===== src/design/assert_macros.svh =====
// Assertion macros shared by the key extractor RTL.
// Needs nothing else; the files that check their logic include it.
`ifndef ASSERT_MACROS_SVH
`define ASSERT_MACROS_SVH

// Check prop on each rising edge of clk, ignored while rst is high.
`define ASSERT_PROP(lbl, clk, rst, prop) \
   lbl: assert property (@(posedge clk) disable iff (rst) prop) \
      else $error("assertion failed");

// Check prop on each rising edge of clk, reset cycles included.
`define ASSERT_ALWAYS(lbl, clk, prop) \
   lbl: assert property (@(posedge clk) prop) \
      else $error("assertion failed");

`endif


===== src/design/jtke_pkg.sv =====
// Types and character codes for the JSON top-level key extractor.
// No dependencies; used by jtke_parser and json_top_key_extractor.
`default_nettype none

package jtke_pkg;

   typedef logic [7:0] byte_type;

   // Parser modes
   typedef enum logic [3:0] {
      MODE_SEEK_OPEN  = 4'd0,
      MODE_BETWEEN    = 4'd1,
      MODE_KEY        = 4'd2,
      MODE_SEEK_COLON = 4'd3,
      MODE_SKIP_SPACE = 4'd4,
      MODE_OBJ        = 4'd5,
      MODE_ARR        = 4'd6,
      MODE_STR        = 4'd7,
      MODE_STR_ESC    = 4'd8,
      MODE_SCALAR     = 4'd9,
      MODE_DONE       = 4'd10
   } mode_type;

   // One parse result; has_result says whether it is delivered at all
   typedef struct packed {
      logic     has_result;
      byte_type key_char;
      logic     char_valid;
      logic     key_end;
      logic     doc_done;
   } result_type;

   // Characters the parser looks for
   localparam byte_type CH_LBRACE    = 8'h7B;
   localparam byte_type CH_RBRACE    = 8'h7D;
   localparam byte_type CH_LBRACKET  = 8'h5B;
   localparam byte_type CH_RBRACKET  = 8'h5D;
   localparam byte_type CH_COLON     = 8'h3A;
   localparam byte_type CH_COMMA     = 8'h2C;
   localparam byte_type CH_BACKSLASH = 8'h5C;
   localparam byte_type CH_QUOTE     = 8'h22;
   localparam byte_type CH_SPACE     = 8'h20;

endpackage

`default_nettype wire


===== src/design/jtke_parser.sv =====
// Parse state of the key extractor: mode and nesting registers plus the
// per-byte step logic. Depends on jtke_pkg and assert_macros.svh.
`default_nettype none
`include "assert_macros.svh"

module jtke_parser
   import jtke_pkg::*;
#(
   parameter int MAX_NEST = 255
) (
   input  wire logic       clock,
   input  wire logic       reset,
   input  wire logic       step_en,
   input  wire byte_type   text_byte,
   input  wire logic       last_byte,
   output result_type      result
);

   localparam int NEST_W = $clog2(MAX_NEST + 1);
   localparam logic [NEST_W-1:0] NEST_MAX = NEST_W'(MAX_NEST);
   localparam logic [NEST_W-1:0] NEST_ONE = NEST_W'(1);

   mode_type          mode_ff, mode_in, mode_step;
   logic [NEST_W-1:0] nest_ff, nest_in, nest_step, nest_dec;
   logic              cv, kend, done;

   // State registers, advanced once per byte
   always_ff @(posedge clock) begin
      if (reset) begin
         mode_ff <= MODE_SEEK_OPEN;
         nest_ff <= '0;
      end else if (step_en) begin
         mode_ff <= mode_in;
         nest_ff <= nest_in;
      end
   end

   // Decrement that stops at zero
   assign nest_dec = (nest_ff != '0) ? nest_ff - NEST_ONE : nest_ff;

   // Mode transition for one byte
   always_comb begin
      mode_step = mode_ff;
      nest_step = nest_ff;
      cv        = 1'b0;
      kend      = 1'b0;
      done      = 1'b0;
      unique case (mode_ff)
         MODE_BETWEEN: begin
            if (text_byte == CH_RBRACE) begin
               done      = 1'b1;
               mode_step = MODE_DONE;
            end else if (text_byte == CH_QUOTE) begin
               mode_step = MODE_KEY;
            end
         end
         MODE_KEY: begin
            if (text_byte == CH_QUOTE) begin
               kend      = 1'b1;
               mode_step = MODE_SEEK_COLON;
            end else begin
               cv = 1'b1;
            end
         end
         MODE_SEEK_COLON: begin
            if (text_byte == CH_COLON) mode_step = MODE_SKIP_SPACE;
         end
         MODE_SKIP_SPACE: begin
            priority if (text_byte == CH_SPACE) begin
               mode_step = MODE_SKIP_SPACE;
            end else if (text_byte == CH_LBRACE) begin
               nest_step = NEST_ONE;
               mode_step = MODE_OBJ;
            end else if (text_byte == CH_LBRACKET) begin
               nest_step = NEST_ONE;
               mode_step = MODE_ARR;
            end else if (text_byte == CH_QUOTE) begin
               mode_step = MODE_STR;
            end else if (text_byte == CH_COMMA) begin
               mode_step = MODE_BETWEEN;
            end else if (text_byte == CH_RBRACE) begin
               done      = 1'b1;
               mode_step = MODE_DONE;
            end else begin
               mode_step = MODE_SCALAR;
            end
         end
         MODE_OBJ: begin
            if (text_byte == CH_LBRACE) begin
               if (nest_ff < NEST_MAX) nest_step = nest_ff + NEST_ONE;
            end else if (text_byte == CH_RBRACE) begin
               nest_step = nest_dec;
               if (nest_dec == '0) mode_step = MODE_BETWEEN;
            end
         end
         MODE_ARR: begin
            if (text_byte == CH_LBRACKET) begin
               if (nest_ff < NEST_MAX) nest_step = nest_ff + NEST_ONE;
            end else if (text_byte == CH_RBRACKET) begin
               nest_step = nest_dec;
               if (nest_dec == '0) mode_step = MODE_BETWEEN;
            end
         end
         MODE_STR: begin
            if (text_byte == CH_BACKSLASH) mode_step = MODE_STR_ESC;
            else if (text_byte == CH_QUOTE) mode_step = MODE_BETWEEN;
         end
         MODE_STR_ESC: mode_step = MODE_STR;
         MODE_SCALAR: begin
            if (text_byte == CH_COMMA) begin
               mode_step = MODE_BETWEEN;
            end else if (text_byte == CH_RBRACE) begin
               done      = 1'b1;
               mode_step = MODE_DONE;
            end
         end
         MODE_DONE: mode_step = MODE_DONE;
         default: begin
            // seek opening brace, and codes that are never used
            if (text_byte == CH_LBRACE) mode_step = MODE_BETWEEN;
         end
      endcase
   end

   // End of document: close an open key, flag done once, restart
   always_comb begin
      mode_in           = mode_step;
      nest_in           = nest_step;
      result.key_char   = cv ? text_byte : '0;
      result.char_valid = cv;
      result.key_end    = kend | (last_byte & (mode_step == MODE_KEY));
      result.doc_done   = done | (last_byte & (mode_step != MODE_DONE));
      if (last_byte) begin
         mode_in = MODE_SEEK_OPEN;
         nest_in = '0;
      end
      result.has_result = result.char_valid | result.key_end | result.doc_done;
   end

   `ASSERT_PROP(a_nest_bounded, clock, reset, nest_ff <= NEST_MAX)
   `ASSERT_PROP(a_last_restarts, clock, reset,
      (step_en && last_byte) |=> (mode_ff == MODE_SEEK_OPEN && nest_ff == '0))
   `ASSERT_ALWAYS(a_reset_restarts, clock,
      reset |=> (mode_ff == MODE_SEEK_OPEN && nest_ff == '0))

endmodule

`default_nettype wire


===== src/design/json_top_key_extractor.sv =====
// Top level of the JSON top-level key extractor: input register, parser,
// result register. Depends on jtke_pkg, jtke_parser and assert_macros.svh.
//
//   channel  | direction | payload
//   req_     | in        | tdata = text_byte, tlast = last_byte
//   rsp_     | out       | tdata = key_char, tlast = key_end,
//            |           | tuser = char_valid, doc_done
//
// One byte per clock is accepted and parsed while no result is stalled;
// a byte goes from the input register through the parser mode step into
// the result register, from which its result can leave.
// Bytes that cause no result leave nothing behind.
// Reset (synchronous) returns the parser to seeking the opening brace and
// empties both registers. A stalled result holds the pipeline; req_tready
// drops only while the input register is full and cannot move on.
`default_nettype none
`include "assert_macros.svh"

module json_top_key_extractor
   import jtke_pkg::*;
#(
   parameter int MAX_NEST = 255
) (
   input  wire logic       clock,
   input  wire logic       reset,
   input  wire logic       req_tvalid,
   output logic            req_tready,
   input  wire logic [7:0] req_tdata,   // [7:0] text_byte
   input  wire logic       req_tlast,   // last_byte
   output logic            rsp_tvalid,
   input  wire logic       rsp_tready,
   output logic [7:0]      rsp_tdata,   // [7:0] key_char
   output logic            rsp_tlast,   // key_end
   output logic [1:0]      rsp_tuser    // [0] char_valid, [1] doc_done
);

   logic       in_valid_ff, in_valid_in;
   byte_type   in_byte_ff;
   logic       in_last_ff;
   logic       out_valid_ff, out_valid_in;
   result_type out_ff;
   result_type step_res;
   logic       out_free, step_en, req_take;

   // Handshake control
   assign out_free    = !out_valid_ff || rsp_tready;
   assign step_en     = in_valid_ff && out_free;
   assign req_tready  = !in_valid_ff || out_free;
   assign req_take    = req_tvalid && req_tready;
   assign in_valid_in = req_take || (in_valid_ff && !out_free);
   assign out_valid_in = step_en ? step_res.has_result : (out_valid_ff && !rsp_tready);

   // Input register
   always_ff @(posedge clock) begin
      if (reset) in_valid_ff <= 1'b0;
      else       in_valid_ff <= in_valid_in;
   end

   always_ff @(posedge clock) begin
      if (req_take) begin
         in_byte_ff <= req_tdata;
         in_last_ff <= req_tlast;
      end
   end

   jtke_parser #(
      .MAX_NEST (MAX_NEST)
   ) u_parser (
      .clock     (clock),
      .reset     (reset),
      .step_en   (step_en),
      .text_byte (in_byte_ff),
      .last_byte (in_last_ff),
      .result    (step_res)
   );

   // Result register
   always_ff @(posedge clock) begin
      if (reset) out_valid_ff <= 1'b0;
      else       out_valid_ff <= out_valid_in;
   end

   always_ff @(posedge clock) begin
      if (step_en && step_res.has_result) out_ff <= step_res;
   end

   assign rsp_tvalid = out_valid_ff;
   assign rsp_tdata  = out_ff.key_char;
   assign rsp_tlast  = out_ff.key_end;
   assign rsp_tuser  = {out_ff.doc_done, out_ff.char_valid};

   `ASSERT_PROP(a_result_nonempty, clock, reset,
      out_valid_ff |-> (out_ff.char_valid || out_ff.key_end || out_ff.doc_done))
   `ASSERT_PROP(a_char_zero_idle, clock, reset,
      (out_valid_ff && !out_ff.char_valid) |-> (out_ff.key_char == '0))
   `ASSERT_PROP(a_input_held, clock, reset,
      (in_valid_ff && !out_free) |=> (in_valid_ff && $stable(in_byte_ff)
                                      && $stable(in_last_ff)))

endmodule

`default_nettype wire


===== config.mk =====
export PLATFORM = sky130hd
export DESIGN_NAME = json_top_key_extractor
export DESIGN_NICKNAME = d
export VERILOG_FILES = /design/src/design/jtke_pkg.sv /design/src/design/jtke_parser.sv /design/src/design/json_top_key_extractor.sv
export VERILOG_INCLUDE_DIRS = /design/src /design/src/design
export SDC_FILE = /design/constraint.sdc
export NUM_CORES = 1
export LEC_CHECK = 0
export CORE_MARGIN = 8
export CORE_UTILIZATION = 50
export CTS_CLUSTER_SIZE = 20
export DETAILED_ROUTE_END_ITERATION = 6
export DONT_BUFFER_PORTS = 1
export PLACE_DENSITY = 0.63
export SLEW_MARGIN = 20
export SYNTH_ARGS = -nofsm -noshare
export SYNTH_HDL_FRONTEND = slang
export SYNTH_SLANG_ARGS = --single-unit

===== constraint.sdc =====
create_clock -name clock -period 4.8 [get_ports clock]
set_input_delay 0 -clock clock [delete_from_list [all_inputs] [get_ports clock]]
set_output_delay 0 -clock clock [all_outputs]
set_load 0.01 [all_outputs]

==> run_results.csv, run 1 <==
group,metric,value,unit
global_route,antenna_found_initial,0,
logic_synthesis,synth.top_cell.area_share,24.8,%
detailed_routing,wire_per_inst,17.5,um
power_and_ir_drop,power,557,uW
logic_synthesis,yosys-top-cells-area,"edfxtp_1, dfxtp_1, nor2_1",
die,die_height,85.6,um
logic_synthesis,synth_top_cell_by_area,"edfxtp_1",
hold_path,worstHoldEndpoint,"in_valid_ff",
sta,relSlewSlack,27.2,%
layout,num-fill-cells,427,
clock_tree,tritoncts,"done",
detailed_routing,viasPerCell,6.73,
global_route,grt_max_degree,20,
critical_path,startpoint,"u_parser.nest_ff[0]",
place,io_buffers,0,
clock_tree,cts_buffers,5,
sta,tns,0,ns
critical_path,worst_ep_arrival_time,3.62,ns
detailed_routing,drc,0,
flow_run,cap_violations,0,
layout,finish.net_count,306,
global_route,grt_pass1_vias,2031,
sta,worst_pin_slew,1.08,ns
sta,period_minus_slack,3.64,ns
critical_path,worstSetupPathType,"flip-flop to flip-flop",
logic_synthesis,yosysUniqueCellTypes,59,
global_route,grt_remaining_overflow,0,
global_route,grt_use_total,17.0,%
logic_synthesis,synth_nets,304,
critical_path,r2r_setup_slack,1.16,ns
sta,rsz0062_at_grt,"false",
logic_synthesis,synth.yosys.seq_area_share,36.4,%
logic_synthesis,netlist_instances,288,
detailed_routing,route.vias.total,2322,
logic_synthesis,syn_area_per_cell,8.41,sq um
clock_tree,clkLatencyLatePin,0.29,ns
hold_path,hp-class,"input pin to flip-flop",
sta,finalHoldViolations,0,
logic_synthesis,synth_edf_count,20,
layout,n_antenna_cell,0,
sta,period_share,75.8,%
die,core,0.00469,sq mm
clock_tree,max-clock-path-buffers,2,
logic_synthesis,async_flop_share,0,%
detailed_routing,wl,6030,um
detailed_routing,first_pass_iters,5,
layout,drive_above_1_share,6.19,%
global_route,grt_pass1_wl,10000,um
critical_path,r2r-end,"rsp_tdata[6]",
clock_tree,clock_tree.root_cell,"clkbuf_8",
layout,area_growth,8.11,%
sta,max_freq,275,MHz
hold_path,hold_start,"rsp_tready",
critical_path,rr_startpoint,"u_parser.nest_ff[0]",
logic_synthesis,synth_seq_cells,34,
place,hpwl,4420,um
logic_synthesis,yosysWarnings,0,
run_status,status,"finished clean",
layout,seq_area,881,sq um
die,initial_core_util,51.6,%
hold_path,hold-path-cell-count,3,
sta,drv_slew,0,
detailed_routing,drtIter0Drc,265,
place,gp_congestion,0.980,
die,die_w,85.6,um
critical_path,cp.required,4.79,ns
detailed_routing,route.antenna.remaining_nets,0,
critical_path,cp-start-kind,"flip-flop",
clock_tree,ctsHtreeMaxLevel,2,
critical_path,r2r_cells,11,
power_and_ir_drop,p_leak,0.883,nW
critical_path,endpoint_kind,"flip-flop",
logic_synthesis,synth_area,0.00242,sq mm
logic_synthesis,synth_flop_cell,"edfxtp_1",
layout,multi_input_area,0.00145,sq mm
critical_path,crit_fanout,11,
clock_tree,ctsResizeCount,0,
power_and_ir_drop,p_per_area,213,mW/mm^2
die,ioPinCount,26,
power_and_ir_drop,ir_drop,0.134,mV
clock_tree,clkTransAtPathRegs,0.07,ns
die,num_rows,25,
sta,finalSetupViolations,0,
die,die_area,0.00733,sq mm
clock_tree,clock-sinks,34,
sta,fin_skew,0.00929,ns
Yosys cell counts, types with 10 or more instances:
cell type	count
dfxtp_1	14
nor3_1	15
nor2_1	26
a22oi_1	12
nand2_1	24
o21ai_0	15
nand2b_1	11
a21oi_1	15
edfxtp_1	20
and2_1	10
clkbuf_1	14
flip-flops by register name (all words and copies together) (netlist names), 2 cells and up:
name and count:
rsp_tuser 2, u_parser.nest_ff 8, u_parser.mode_ff 4, rsp_tdata 8
in_byte_ff 8
area by class of cell:
| cell class | instances | share of cell area (%) |
|---|---|---|
| Clock buffer | 6 | 2.77 |
| Clock inverter | 2 | 0.334 |
| Inverter | 5 | 0.717 |
| Multi-Input combinational cell | 231 | 55.2 |
| Sequential cell | 34 | 33.6 |
| Tap cell | 54 | 2.58 |
| Timing Repair Buffer | 13 | 4.78 |
layer usage:
metal | global-route usage, % | share of wire, %
met1 | 23.7 | 47
met2 | 23.6 | 42
met3 | 4.68 | 9.0
met4 | 7.48 | 2.1
met5 | 0 | 0
through the flow:
| step | cells | setup WS, ns | hold slack, ns | instance area (sq um) | util [%] |
|---|---|---|---|---|---|
| 2_1_floorplan | 288 | 1.13 | 0.0691 | 2420 | - |
| 3_3_place_gp | 326 | 1.39 | 0.0719 | 2430 | 51.7 |
| 5_1_grt | 345 | 0.920 | 0.0619 | 2620 | 55.8 |
| 6_report | 345 | 1.16 | 0.0129 | 2620 | 55.8 |
| 3_5_place_dp | 326 | 1.27 | 0.0745 | 2430 | 51.7 |
| 4_1_cts | 345 | 1.23 | 0.00567 | 2620 | 55.8 |
kinds of logic after synthesis:
| kind of cell | synth area share (%) |
|---|---|
| AO/OA/AOI/OAI | 22.7 |
| adder cells (fa/ha/maj) | 1.55 |
| XOR/XNOR | 0.723 |
| buffers and inverters | 3.98 |
| multiplexers | 1.70 |
| flip-flops | 36.4 |
| AND/OR/NAND/NOR | 33.0 |
power by group:
part	total [mW]	internal, mW	leakage [nW]	switching (mW)
registers	0.329	0.317	0.298	0.0120
clock network	0.200	0.0996	0.0426	0.100
logic	0.0283	0.0132	0.543	0.0151
layout by cell type, fill, tap and decap left out, types with 11 or more instances in the layout:
cell           count
o21ai_0           15
nor3_1            15
nand2_1           24
dfxtp_1           14
a21oi_1           15
nand2b_1          11
edfxtp_1          20
nor2_1            26
a22oi_1           12
dlygate4sd3_1     11
critical path: stages, from the launching register on:
cell and delay, ns:
dfxtp_1 0.41, inv_1 0.16, ha_1 0.26, or3b_2 0.49
nor3_1 0.17, mux2_2 0.38, nor4b_1 0.38, nand3_1 0.12
a31oi_1 0.34, o31ai_1 0.19, a31oi_1 0.20, buf_4 0.23
how the worst max path moves through the flow:
stage | to | slack [ns] | depth (start not counted)
floorplan | rsp_tdata[0] | 1.13 | 11
global placement | rsp_tdata[3] | 1.39 | 11
detailed placement | rsp_tdata[0] | 1.27 | 11
CTS | rsp_tdata[0] | 1.23 | 11
global route | rsp_tdata[6] | 0.92 | 11
finish | rsp_tdata[6] | 1.16 | 11
what timing repair did:
| item | 4_1_cts | 5_1_grt |
|---|---|---|
| hold buffers | 11 | 0 |
| hold endpoints to repair | 23 | 0 |
| setup buffers | 0 | 0 |
No activity file was read; power rests on OpenSTA's default activity.
==> run 2: changes to the inputs <==
Clock period 4.8 ns to 3.79 ns, I/O delays scaled along.
==> run 2 against run 1 <==
Clock skew down 0.0018 ns. Critical path depth unchanged. Non-clock buffer count is 5 higher. Largest cell class unchanged. Flip-flop and latch count is the same. Sequential share of layout area down 0.63 points. Combinational power up 36%. Wire length barely moved. Core utilization is 1.1 points higher. Final area up 1.9%. Via count shrank 0.22%.
==> run_results.csv, run 2 (synthesis gave the netlist of run 1 again) <==
group,metric,value,unit
run_status,status,"finished clean",
critical_path,r2r_cells,11,
critical_path,worst_ep_arrival_time,3.59,ns
sta,tns,0,ns
critical_path,critPathMostFrequentCell,"a31oi_1",
power_and_ir_drop,p_sw,166,uW
place,dp.cells,331,
global_route,grt_use_total,16.8,%
critical_path,critical_path_buf_inv_count,2,
power_and_ir_drop,p_int,565,uW
sta,period_minus_slack,3.60,ns
critical_path,cp-start-kind,"flip-flop",
sta,worst_pin_slew,0.601,ns
clock_tree,clock-sinks,34,
critical_path,r2r_setup_slack,0.19,ns
global_route,grt_pass1_wl,10000,um
clock_tree,cts_buffers,5,
clock_tree,clock_tree.root_cell,"clkbuf_8",
power_and_ir_drop,switching_share,22.7,%
sta,rsz0062_at_grt,"false",
detailed_routing,wl,6030,um
layout,final_cells,350,
critical_path,startpoint,"u_parser.nest_ff[0]",
global_route,grt.busiest_layer,"met1",
die,die_area,0.00733,sq mm
layout,area_growth,10.2,%
critical_path,crit_fanout,11,
sta,setup_ws,0.186,ns
sta,finalSetupViolations,0,
layout,drive_above_1_share,8.45,%
sta,relSlewSlack,59.8,%
detailed_routing,route.vias.total,2317,
sta,period_share,95.1,%
power_and_ir_drop,ir_drop,0.270,mV
critical_path,endpoint_kind,"flip-flop",
detailed_routing,viasPerCell,6.62,
global_route,met3_usage,4.11,%
layout,layout_common_cells,"nor2_1, nand2_1, edfxtp_1",
critical_path,cp.required,3.78,ns
clock_tree,tritoncts,"done",
flow_run,cap_violations,0,
power_and_ir_drop,p_comb_share,5.3,%
clock_tree,clkLatencyLatePin,0.29,ns
detailed_routing,wire_per_inst,17.2,um
clock_tree,clkTransAtPathRegs,0.07,ns
power_and_ir_drop,p_seq_share,56.7,%
die,num_rows,25,
layout,n_antenna_cell,0,
critical_path,worstSetupPathType,"flip-flop to flip-flop",
sta,max_freq,278,MHz
critical_path,crit_family,"simple AND/OR/NAND/NOR gates",
layout,layout_commonest_cell,"nor2_1",
critical_path,cp_num_cells,11,
global_route,met1_usage,24.3,%
detailed_routing,drtIter0Drc,329,
power_and_ir_drop,p_per_area,274,mW/mm^2
global_route,antenna_found_initial,0,
critical_path,path_cells,"inv_1 > ha_1 > or3b_2 > nor3_1 > mux2_2 > nor4b_1 > nand3_1 > a31oi_1 > o31ai_1 > a31oi_1 > buf_4",
detailed_routing,first_pass_iters,5,
place,gp_congestion,0.941,
global_route,grt_max_degree,18,
place,io_buffers,0,
power_and_ir_drop,power,731,uW
critical_path,cp_slowest_cell,"or3b_2",
hold_path,hp-class,"input pin to flip-flop",
global_route,grt_util_met2,23.5,%
critical_path,max_stage_delay,0.49,ns
sta,drv_slew,0,
critical_path,rr_startpoint,"u_parser.nest_ff[0]",
die,core,0.00469,sq mm
clock_tree,ctsHtreeMaxLevel,2,
power_and_ir_drop,pwr-share-clk,38.0,%
critical_path,r2r-end,"rsp_tdata[0]",
critical_path,endpoint,"rsp_tdata[0]",
die,die_height,85.6,um
place,post-place-ws,0.291,ns
detailed_routing,route.antenna.remaining_nets,0,
detailed_routing,drc,0,
layout,finish.net_count,311,
die,initial_core_util,51.6,%
place,hpwl,4320,um
sta,fin_skew,0.00752,ns
clock_tree,max-clock-path-buffers,2,
die,die_w,85.6,um
power_and_ir_drop,p_leak,0.919,nW
sta,finalHoldViolations,0,
global_route,grt_remaining_overflow,0,
die,ioPinCount,26,
layout,utilization,56.9,%
global_route,grt_pass1_vias,1963,
==> run 2: cell types whose count changed in the layout (fill, tap and decap cells not counted), sizes merged <==
cell    delta
clkinv     -1
inv        +1
buf        +5
==> run 2: layout make-up <==
type,instances,area [sq um]
inverters,5,18.8
well taps,54,67.6
repair buffers,18,163
fillers,427,2020
clock buffers,6,82.6
clock inverters,2,11.3
flip-flops and latches,34,881
multi-input cells,231,1450
==> run 2: how the worst min path moves through the flow <==
stage                          start                  end  cells after the start
after global placement         reset  u_parser.nest_ff[1]                      1
after floorplan                reset  u_parser.mode_ff[1]                      1
after CTS                 rsp_tready          in_valid_ff                      3
final                     rsp_tready          in_valid_ff                      3
after global routing      rsp_tready           rsp_tvalid                      3
after detailed placement       reset  u_parser.nest_ff[0]                      1
==> run 2: metal layers <==
metal  share of wire (%)  wire length (um)
met5                   0                 0
met4                 1.3                80
met3                 8.6               519
met2                  42              2510
met1                  48              2920
==> run 2: power by group through the flow <==
stage / Sequential [mW] / Combinational [mW] / Clock [mW]
finish: 0.414 / 0.0385 / 0.278
global placement: 0.422 / 0.0271 / 0
global route: 0.417 / 0.0419 / 0.303
detailed placement: 0.423 / 0.0266 / 0
CTS: 0.414 / 0.0379 / 0.289
floorplan: 0.419 / 0.0219 / 0
==> run 2: what timing repair did <==
item | CTS | global route
gates resized for setup | 0 | 0
setup buffers | 0 | 0
hold endpoints to repair | 23 | 0
hold buffers | 11 | 0
==> run 2: worst min-delay path, stage by stage <==
cell     delay [ns]
nor2b_1        0.07
a21oi_1        0.15
nor2_1         0.04
==> run 2: stage by stage <==
stage / cell area, sq um / hold WS [ns]
2_1_floorplan: 2420 / 0.0691
3_3_place_gp: 2460 / 0.0749
3_5_place_dp: 2460 / 0.0739
4_1_cts: 2670 / 0.00351
5_1_grt: 2670 / 0.0572
6_report: 2670 / 0.0231
